[src/rtl/bcpe_pkg.sv]
// ----------------------------------------------------------------------------
// bcpe_pkg
// Types and constants shared by the Braille cell encoder modules.
// ----------------------------------------------------------------------------
`default_nettype none

package bcpe_pkg;

  localparam int unsigned MAX_ROWS = 1024;

  localparam int unsigned CFG_DATA_W = 11;
  localparam int unsigned CELL_W     = 8;
  localparam int unsigned COL_W      = 9;
  localparam int unsigned ROW_W      = 11;
  localparam int unsigned TROW_W     = 10;

  localparam logic [7:0]       THRESHOLD_RESET = 8'd128;
  localparam logic [COL_W-1:0] COLUMNS_RESET   = 9'd40;
  localparam logic [ROW_W-1:0] ROWS_RESET      = 11'd20;

  // UTF-8 of U+2800 + pattern, and newline
  localparam logic [7:0] BYTE_LEAD = 8'hE2;
  localparam logic [7:0] BYTE_MID  = 8'hA0;
  localparam logic [7:0] BYTE_TAIL = 8'h80;
  localparam logic [7:0] BYTE_NL   = 8'h0A;

  typedef enum logic [1:0] {
    REG_THRESHOLD = 2'd0,
    REG_COLUMNS   = 2'd1,
    REG_ROWS      = 2'd2
  } reg_index_t;

  // Per-pixel decode handed from the scan counters to the cell store
  typedef struct packed {
    logic [CELL_W-1:0] cell_idx;
    logic [2:0]        dot;
    logic              lit;
    logic              fresh;
    logic              emit_cell;
    logic              emit_nl;
  } scan_t;

  // Byte group handed from the cell store to the output buffer
  typedef struct packed {
    logic [7:0] pattern;
    logic       emit_cell;
    logic       emit_nl;
  } group_t;

endpackage

`default_nettype wire

[src/rtl/bcpe_scan.sv]
// ----------------------------------------------------------------------------
// bcpe_scan
// Configuration registers and raster position counters; decodes each pixel.
// ----------------------------------------------------------------------------
`default_nettype none

module bcpe_scan import bcpe_pkg::*; #(
  parameter int unsigned MAX_COLS = 256
) (
  input  wire logic                  clk,
  input  wire logic                  rst,
  input  wire logic                  cfg_valid,
  output logic                       cfg_ready,
  input  wire logic [1:0]            cfg_index,
  input  wire logic [CFG_DATA_W-1:0] cfg_data,
  input  wire logic [7:0]            pixel,
  input  wire logic                  take,
  output scan_t                      scan
);

  logic [7:0]        threshold;
  logic [COL_W-1:0]  columns;
  logic [ROW_W-1:0]  rows;
  logic [COL_W-1:0]  pixel_column;
  logic [1:0]        row_in_cell;
  logic [TROW_W-1:0] text_row;

  logic [COL_W-1:0] cols_eff;
  logic [ROW_W-1:0] rows_eff;
  logic             x;
  logic             row_end;
  logic             frame_end;

  assign cfg_ready = 1'b1;

  always_ff @(posedge clk) begin
    if (rst) begin
      threshold <= THRESHOLD_RESET;
      columns   <= COLUMNS_RESET;
      rows      <= ROWS_RESET;
    end else if (cfg_valid) begin
      unique case (reg_index_t'(cfg_index))
        REG_THRESHOLD: threshold <= cfg_data[7:0];
        REG_COLUMNS:   columns   <= cfg_data[COL_W-1:0];
        REG_ROWS:      rows      <= cfg_data[ROW_W-1:0];
        default: ;
      endcase
    end
  end

  always_comb begin
    if (columns == '0) begin
      cols_eff = COL_W'(1);
    end else if (32'(columns) > MAX_COLS) begin
      cols_eff = COL_W'(MAX_COLS);
    end else begin
      cols_eff = columns;
    end
    if (rows == '0) begin
      rows_eff = ROW_W'(1);
    end else if (32'(rows) > MAX_ROWS) begin
      rows_eff = ROW_W'(MAX_ROWS);
    end else begin
      rows_eff = rows;
    end
  end

  assign x         = pixel_column[0];
  assign row_end   = ({1'b0, pixel_column} + (COL_W+1)'(1)) >= {cols_eff, 1'b0};
  assign frame_end = ({1'b0, text_row} + (TROW_W+1)'(1)) >= rows_eff;

  always_comb begin
    scan.cell_idx  = pixel_column[COL_W-1:1];
    scan.dot       = (row_in_cell != 2'd3) ? ({1'b0, row_in_cell} + (x ? 3'd3 : 3'd0))
                                           : (x ? 3'd7 : 3'd6);
    scan.lit       = pixel > threshold;
    scan.fresh     = (row_in_cell == 2'd0) && !x;
    scan.emit_cell = (row_in_cell == 2'd3) && x;
    scan.emit_nl   = (row_in_cell == 2'd3) && row_end;
  end

  always_ff @(posedge clk) begin
    if (rst) begin
      pixel_column <= '0;
      row_in_cell  <= '0;
      text_row     <= '0;
    end else if (take) begin
      if (row_end) begin
        pixel_column <= '0;
        if (row_in_cell == 2'd3) begin
          row_in_cell <= '0;
          text_row    <= frame_end ? '0 : text_row + TROW_W'(1);
        end else begin
          row_in_cell <= row_in_cell + 2'd1;
        end
      end else begin
        pixel_column <= pixel_column + COL_W'(1);
      end
    end
  end

endmodule

`default_nettype wire

[src/rtl/bcpe_cell_store.sv]
// ----------------------------------------------------------------------------
// bcpe_cell_store
// Dot accumulator memory with one read-modify-write stage and write forwarding.
// ----------------------------------------------------------------------------
`default_nettype none

module bcpe_cell_store import bcpe_pkg::*; #(
  parameter int unsigned MAX_COLS = 256
) (
  input  wire logic  clk,
  input  wire logic  rst,
  input  wire logic  take,
  input  wire scan_t scan,
  output logic       can_take,
  output logic       grp_valid,
  input  wire logic  grp_ready,
  output group_t     grp
);

  localparam int unsigned ADDR_W = (MAX_COLS > 1) ? $clog2(MAX_COLS) : 1;

  logic [7:0]        mem [MAX_COLS];

  logic              s1_valid;
  scan_t             s1_scan;
  logic [ADDR_W-1:0] s1_addr;
  logic              s1_store;
  logic [7:0]        rdata;

  logic [CELL_W+ADDR_W-1:0] cell_ext;
  logic [ADDR_W-1:0]        rd_addr;
  logic                     rd_hit;
  logic                     fwd;
  logic [7:0]               s1_pattern;
  logic                     s1_emit;
  logic                     s1_adv;

  assign cell_ext = {{ADDR_W{1'b0}}, scan.cell_idx};
  assign rd_addr  = cell_ext[ADDR_W-1:0];
  assign rd_hit   = 32'(scan.cell_idx) < MAX_COLS;

  // A valid in-range stage writes back as a new item is taken, so pass its value along
  assign fwd = s1_valid && s1_store && (s1_addr == rd_addr);

  assign s1_pattern = (s1_scan.fresh ? 8'h00 : rdata)
                    | (s1_scan.lit ? (8'h01 << s1_scan.dot) : 8'h00);
  assign s1_emit    = s1_scan.emit_cell || s1_scan.emit_nl;
  assign s1_adv     = s1_valid && (!s1_emit || grp_ready);
  assign can_take   = !s1_valid || s1_adv;

  assign grp_valid     = s1_valid && s1_emit;
  assign grp.pattern   = s1_store ? s1_pattern : 8'h00;
  assign grp.emit_cell = s1_scan.emit_cell;
  assign grp.emit_nl   = s1_scan.emit_nl;

  always_ff @(posedge clk) begin
    if (rst) begin
      s1_valid <= 1'b0;
    end else if (take) begin
      s1_valid <= 1'b1;
    end else if (s1_adv) begin
      s1_valid <= 1'b0;
    end
  end

  always_ff @(posedge clk) begin
    if (take) begin
      s1_scan  <= scan;
      s1_addr  <= rd_addr;
      s1_store <= rd_hit;
      rdata    <= fwd ? s1_pattern : mem[rd_addr];
    end
    if (s1_adv && s1_store) begin
      mem[s1_addr] <= s1_pattern;
    end
  end

endmodule

`default_nettype wire

[src/rtl/bcpe_out_buffer.sv]
// ----------------------------------------------------------------------------
// bcpe_out_buffer
// Holds one byte group and sends its bytes one per cycle while out_ready is high.
// ----------------------------------------------------------------------------
`default_nettype none

module bcpe_out_buffer import bcpe_pkg::*; (
  input  wire logic   clk,
  input  wire logic   rst,
  input  wire logic   grp_valid,
  output logic        grp_ready,
  input  wire group_t grp,
  output logic        out_valid,
  input  wire logic   out_ready,
  output logic [7:0]  out_byte,
  output logic        last
);

  logic       og_valid;
  group_t     og;
  logic [1:0] idx;

  logic [1:0] final_idx;
  logic       at_final;
  logic       load;

  assign final_idx = og.emit_cell ? (og.emit_nl ? 2'd3 : 2'd2) : 2'd0;
  assign at_final  = idx == final_idx;
  assign grp_ready = !og_valid || (out_ready && at_final);
  assign load      = grp_valid && grp_ready;

  assign out_valid = og_valid;
  assign last      = at_final;

  always_comb begin
    if (!og.emit_cell) begin
      out_byte = BYTE_NL;
    end else begin
      case (idx)
        2'd0:    out_byte = BYTE_LEAD;
        2'd1:    out_byte = BYTE_MID | {6'b0, og.pattern[7:6]};
        2'd2:    out_byte = BYTE_TAIL | {2'b0, og.pattern[5:0]};
        default: out_byte = BYTE_NL;
      endcase
    end
  end

  always_ff @(posedge clk) begin
    if (rst) begin
      og_valid <= 1'b0;
    end else if (load) begin
      og_valid <= 1'b1;
    end else if (out_ready && at_final) begin
      og_valid <= 1'b0;
    end
  end

  always_ff @(posedge clk) begin
    if (load) begin
      og  <= grp;
      idx <= 2'd0;
    end else if (og_valid && out_ready) begin
      idx <= idx + 2'd1;
    end
  end

endmodule

`default_nettype wire

[src/rtl/braille_cell_pixel_encoder.sv]
// ----------------------------------------------------------------------------
// braille_cell_pixel_encoder
// Grayscale raster to UTF-8 Braille text, one pixel in, bytes out.
// ----------------------------------------------------------------------------
// Channel  Direction  Handshake              Payload
// in       sink       in_valid / in_ready    pixel
// out      source     out_valid / out_ready  out_byte, last
// cfg      sink       cfg_valid / cfg_ready  cfg_index, cfg_data
//
// A pixel is taken every cycle unless a byte group waits for the output buffer;
// the first byte of its group shows after the read-modify-write stage and the
// output buffer register it. A cell group is three bytes, four with a newline,
// sent one per cycle, so on the fourth pixel row in_ready drops while the next
// group waits. Reset clears counters and restores register defaults; the cell
// memory needs no clearing. A stall on out holds the byte group, then the
// read-modify-write stage once it holds a group, and in_ready drops.
// ----------------------------------------------------------------------------
`default_nettype none

module braille_cell_pixel_encoder import bcpe_pkg::*; #(
  parameter int unsigned MAX_COLS = 256
) (
  input  wire logic                  clk,
  input  wire logic                  rst,
  input  wire logic                  in_valid,
  output logic                       in_ready,
  input  wire logic [7:0]            pixel,
  output logic                       out_valid,
  input  wire logic                  out_ready,
  output logic [7:0]                 out_byte,
  output logic                       last,
  input  wire logic                  cfg_valid,
  output logic                       cfg_ready,
  input  wire logic [1:0]            cfg_index,
  input  wire logic [CFG_DATA_W-1:0] cfg_data
);

  scan_t  scan;
  group_t grp;
  logic   take;
  logic   grp_valid;
  logic   grp_ready;

  assign take = in_valid && in_ready;

  bcpe_scan #(
    .MAX_COLS (MAX_COLS)
  ) u_scan (
    .clk       (clk),
    .rst       (rst),
    .cfg_valid (cfg_valid),
    .cfg_ready (cfg_ready),
    .cfg_index (cfg_index),
    .cfg_data  (cfg_data),
    .pixel     (pixel),
    .take      (take),
    .scan      (scan)
  );

  bcpe_cell_store #(
    .MAX_COLS (MAX_COLS)
  ) u_store (
    .clk       (clk),
    .rst       (rst),
    .take      (take),
    .scan      (scan),
    .can_take  (in_ready),
    .grp_valid (grp_valid),
    .grp_ready (grp_ready),
    .grp       (grp)
  );

  bcpe_out_buffer u_out (
    .clk       (clk),
    .rst       (rst),
    .grp_valid (grp_valid),
    .grp_ready (grp_ready),
    .grp       (grp),
    .out_valid (out_valid),
    .out_ready (out_ready),
    .out_byte  (out_byte),
    .last      (last)
  );

endmodule

`default_nettype wire

[config.mk]
export PLATFORM = sky130hd
export DESIGN_NAME = braille_cell_pixel_encoder
export DESIGN_NICKNAME = d
export VERILOG_FILES = /design/src/rtl/bcpe_pkg.sv /design/src/rtl/bcpe_scan.sv /design/src/rtl/bcpe_cell_store.sv /design/src/rtl/bcpe_out_buffer.sv /design/src/rtl/braille_cell_pixel_encoder.sv
export SDC_FILE = /design/constraint.sdc
export NUM_CORES = 2
export LEC_CHECK = 0
export BUFFER_PORTS_ARGS = -buffer_cell sky130_fd_sc_hd__buf_2
export CORE_ASPECT_RATIO = 0.8
export CORE_MARGIN = 1
export CORE_UTILIZATION = 65
export DETAILED_ROUTE_END_ITERATION = 10
export GPL_TIMING_DRIVEN = 0
export PLACE_DENSITY = 0.81
export SKIP_CTS_REPAIR_TIMING = 1
export SYNTH_ARGS = -nofsm -noshare
export SYNTH_HDL_FRONTEND = slang
export SYNTH_SLANG_ARGS = --single-unit
[constraint.sdc]
create_clock -name clk -period 40.8 [get_ports clk]
set_clock_uncertainty 0.15 [all_clocks]
set_input_delay 2.04 -clock clk [delete_from_list [all_inputs] [get_ports clk]]
set_output_delay 2.04 -clock clk [all_outputs]
set_load 0.05 [all_outputs]
==> impl_metrics.toml <==
[power]
powerDensity_mw_per_mm2 = 48.2
leakage_nw = 28.6
max-vdd-ir-drop_mv = 0.0475
power_mw = 4.46

[sta]
final.min_clock_period_ns = 7.22
rsz0062_at_grt = "no"
final-hold-violation-count = 0
maxSlewHeadroom_pct = -10.7
layout_worst_path_cycle_share_pct = 17.7
slew_violations = 143
max_freq_ghz = 0.138
finalSetupTns_ns = 0
worst_pin_slew_ns = 1.66
final-setup-viol-count = 0

[yosys]
synthTopCellsByArea = "edfxtp_1, mux4_2, nor2_1, mux2_2, dfxtp_1"
ys.warnings.count = 0
netlist_instances = 3917
synth-edff-count = 2081
syn_nets = 3969
synth_top_area_share_pct = 75.6
async_flop_share_pct = 0
ys_types = 59
yosysTopAreaCell = "edfxtp_1"
syn_area_per_cell_um2 = 21.1
synth_flop_cell = "edfxtp_1"
yosysMostFrequentCell = "edfxtp_1"
yosysSeqAreaShare_pct = 76.4
synth_area_mm2 = 0.0827
ys_ff_latch = 2113
synth_common_cells = "edfxtp_1, mux4_2, nor2_1, clkbuf_1, mux2_2"

[clock_network]
cts.sinks = 2113
root_buffer = "clkbuf_16"
clkTransAtPathRegs_ns = 0.07
clockBufferDepth = 3
cts_tree = "built"
cts_htree_levels = 4
cts_inserted_buffers = 189
clock_latency_ns = 0.86

[finish]
nets = 4261
final_cells = 6026
finalInstanceArea_mm2 = 0.0925
area_growth_pct = 11.9
drive_above_1_share_pct = 25.3
utilization_pct = 73.6

[critical_path]
crit_path_start = "u_scan.pixel_column[5]$_SDFFE_PP0P_"
criticalPathCategory = "reg2reg"
critPathArrivalTime_ns = 7.74
critPathCaptureType = "flop"
cp_max_fo = 10
critPathLaunchType = "flop"
cp.required_ns = 41.31
timing.rr.start = "u_scan.pixel_column[5]$_SDFFE_PP0P_"

[floorplanning]
pin_count = 38
start_util_pct = 65.8
rows = 116
die-area_mm2 = 0.129
design.core.area_mm2 = 0.126
die_h_um = 321
dieWidth_um = 401

[placement]
dp_hpwl_um = 171000
dpl-instance-area_mm2 = 0.0865
portBuffers = 33
gp_congestion = 1.05
placed_cells = 5668

[detailed_routing]
drc_errors = 1
routed_via_density = 7.80
dr.pass1.iters = 11
antenna_left = 0
vias = 47000
drt-total-wl_um = 262000
wl_per_cell_um = 43.4
drt-initial-drc-count = 9532

[global_routing]
antenna_found_initial = 22
grt_max_degree = 45
grt_usage_pct = 41.2
grt_pass1_vias = 44800
grt_pass1_wl_um = 355000
grt_overflow_total = 0

[status]
violations = "DRC, capacitance limit, slew limit"
status = "finished, violations left"

[hold_path]
hold_path_class = "reg2reg"
min_from = "u_store.grp[1]$_DFFE_PP_"

[run]
drv_cap = 15
-- area by class of cell --
class                   instances  area [um2]
fillers                      6677       33200
repair buffers                101        1650
clock buffers                 238        5080
well taps                    1652        2070
multi-input cells            1544       18300
flip-flops and latches       2113       63100
clock inverters               107         890
diodes                         11        27.5
inverters                      30         113
plain buffers                 230        1300
-- routing by layer --
layer	GRT usage [%]	up-vias	wire, um	part of all wire [%]
met2	55.2	5450	107000	41
met3	23.1	1089	53000	20
li1	-	16900	-	-
met1	54.1	23600	84500	32
met4	21.1	26	16800	6.4
met5	1.27	-	456	0.17
-- registers in the layout, indices dropped and copies added, names as in the netlist, 2 cells and up --
register	flops
u_out.idx	2
u_out.og	10
u_scan.columns	9
u_scan.pixel_column	9
u_scan.row_in_cell	2
u_scan.threshold	8
u_store.grp	2
u_store.mem	2048
u_store.rdata	8
u_store.s1_addr	8
u_store.s1_scan	5
-- cell families after synthesis --
| kind of cell | share of synthesized area (%) |
|---|---|
| muxes | 15.9 |
| buffers and inverters | 1.70 |
| adders and majority gates | 0.403 |
| DFF | 76.4 |
| other | 0.00454 |
| and+or+nand+nor | 2.66 |
| xor gates and xnor gates | 0.254 |
| AOI/OAI and AO/OA | 2.76 |
-- final timing paths --
path,end,slack (ns),cells after the start
min,u_out.og[1]$_DFFE_PP_,0.32,0
max,u_scan.pixel_column[6]$_SDFFE_PP0P_,33.58,13
max reg2reg,u_scan.pixel_column[6]$_SDFFE_PP0P_,33.58,13
min reg2reg,u_out.og[1]$_DFFE_PP_,0.32,0
-- critical path: stages, from the launching register on --
cell and delay [ns]:
dfxtp_1 0.49, clkbuf_1 0.50, clkbuf_1 1.08, clkbuf_1 1.12, clkbuf_1 0.85, and3_1 0.41
nand3_1 0.13, xnor2_1 0.24, ha_1 0.35, a21oi_1 0.12, nand2_1 0.09, o21ai_0 0.18
o31ai_1 1.10, nor2_1 0.20
-- stage by stage --
step	setup WS, ns	hold WS (ns)
floorplan	27.18	0.256
global placement	14.36	0.264
detailed placement	34.50	0.298
CTS	34.39	0.311
global route	33.84	0.319
finish	33.58	0.324
-- power breakdown --
part | total, mW | internal [mW] | switching [mW]
clock | 1.77 | 0.964 | 0.807
sequential | 2.41 | 2.41 | 0.00397
combinational | 0.278 | 0.0980 | 0.180
total | 4.46 | 3.47 | 0.992
-- placed cells by master, fill, tap and decap left out, drive strengths merged, types with 8 or more instances in the layout --
cell type,Yosys,final
nor3,8,8
dfxtp,32,32
a221oi,25,25
nand2b,12,12
mux4,512,512
ha,25,25
clkinvlp,0,9
o21ai,58,58
mux2i,61,61
o2bb2ai,12,12
inv,29,35
nor2b,15,15
xor2,17,17
edfxtp,2081,2081
a211oi,48,48
o221ai,45,45
bufinv,0,13
nand2,75,75
a21oi,30,30
clkbuf,108,346
nor4,11,11
mux2,86,86
o22ai,47,47
nand3,21,21
clkinv,1,80
o22a,26,26
and2,16,16
diode,0,11
nor2,321,321
buf,122,223
No activity file was read; power rests on OpenSTA's default activity.
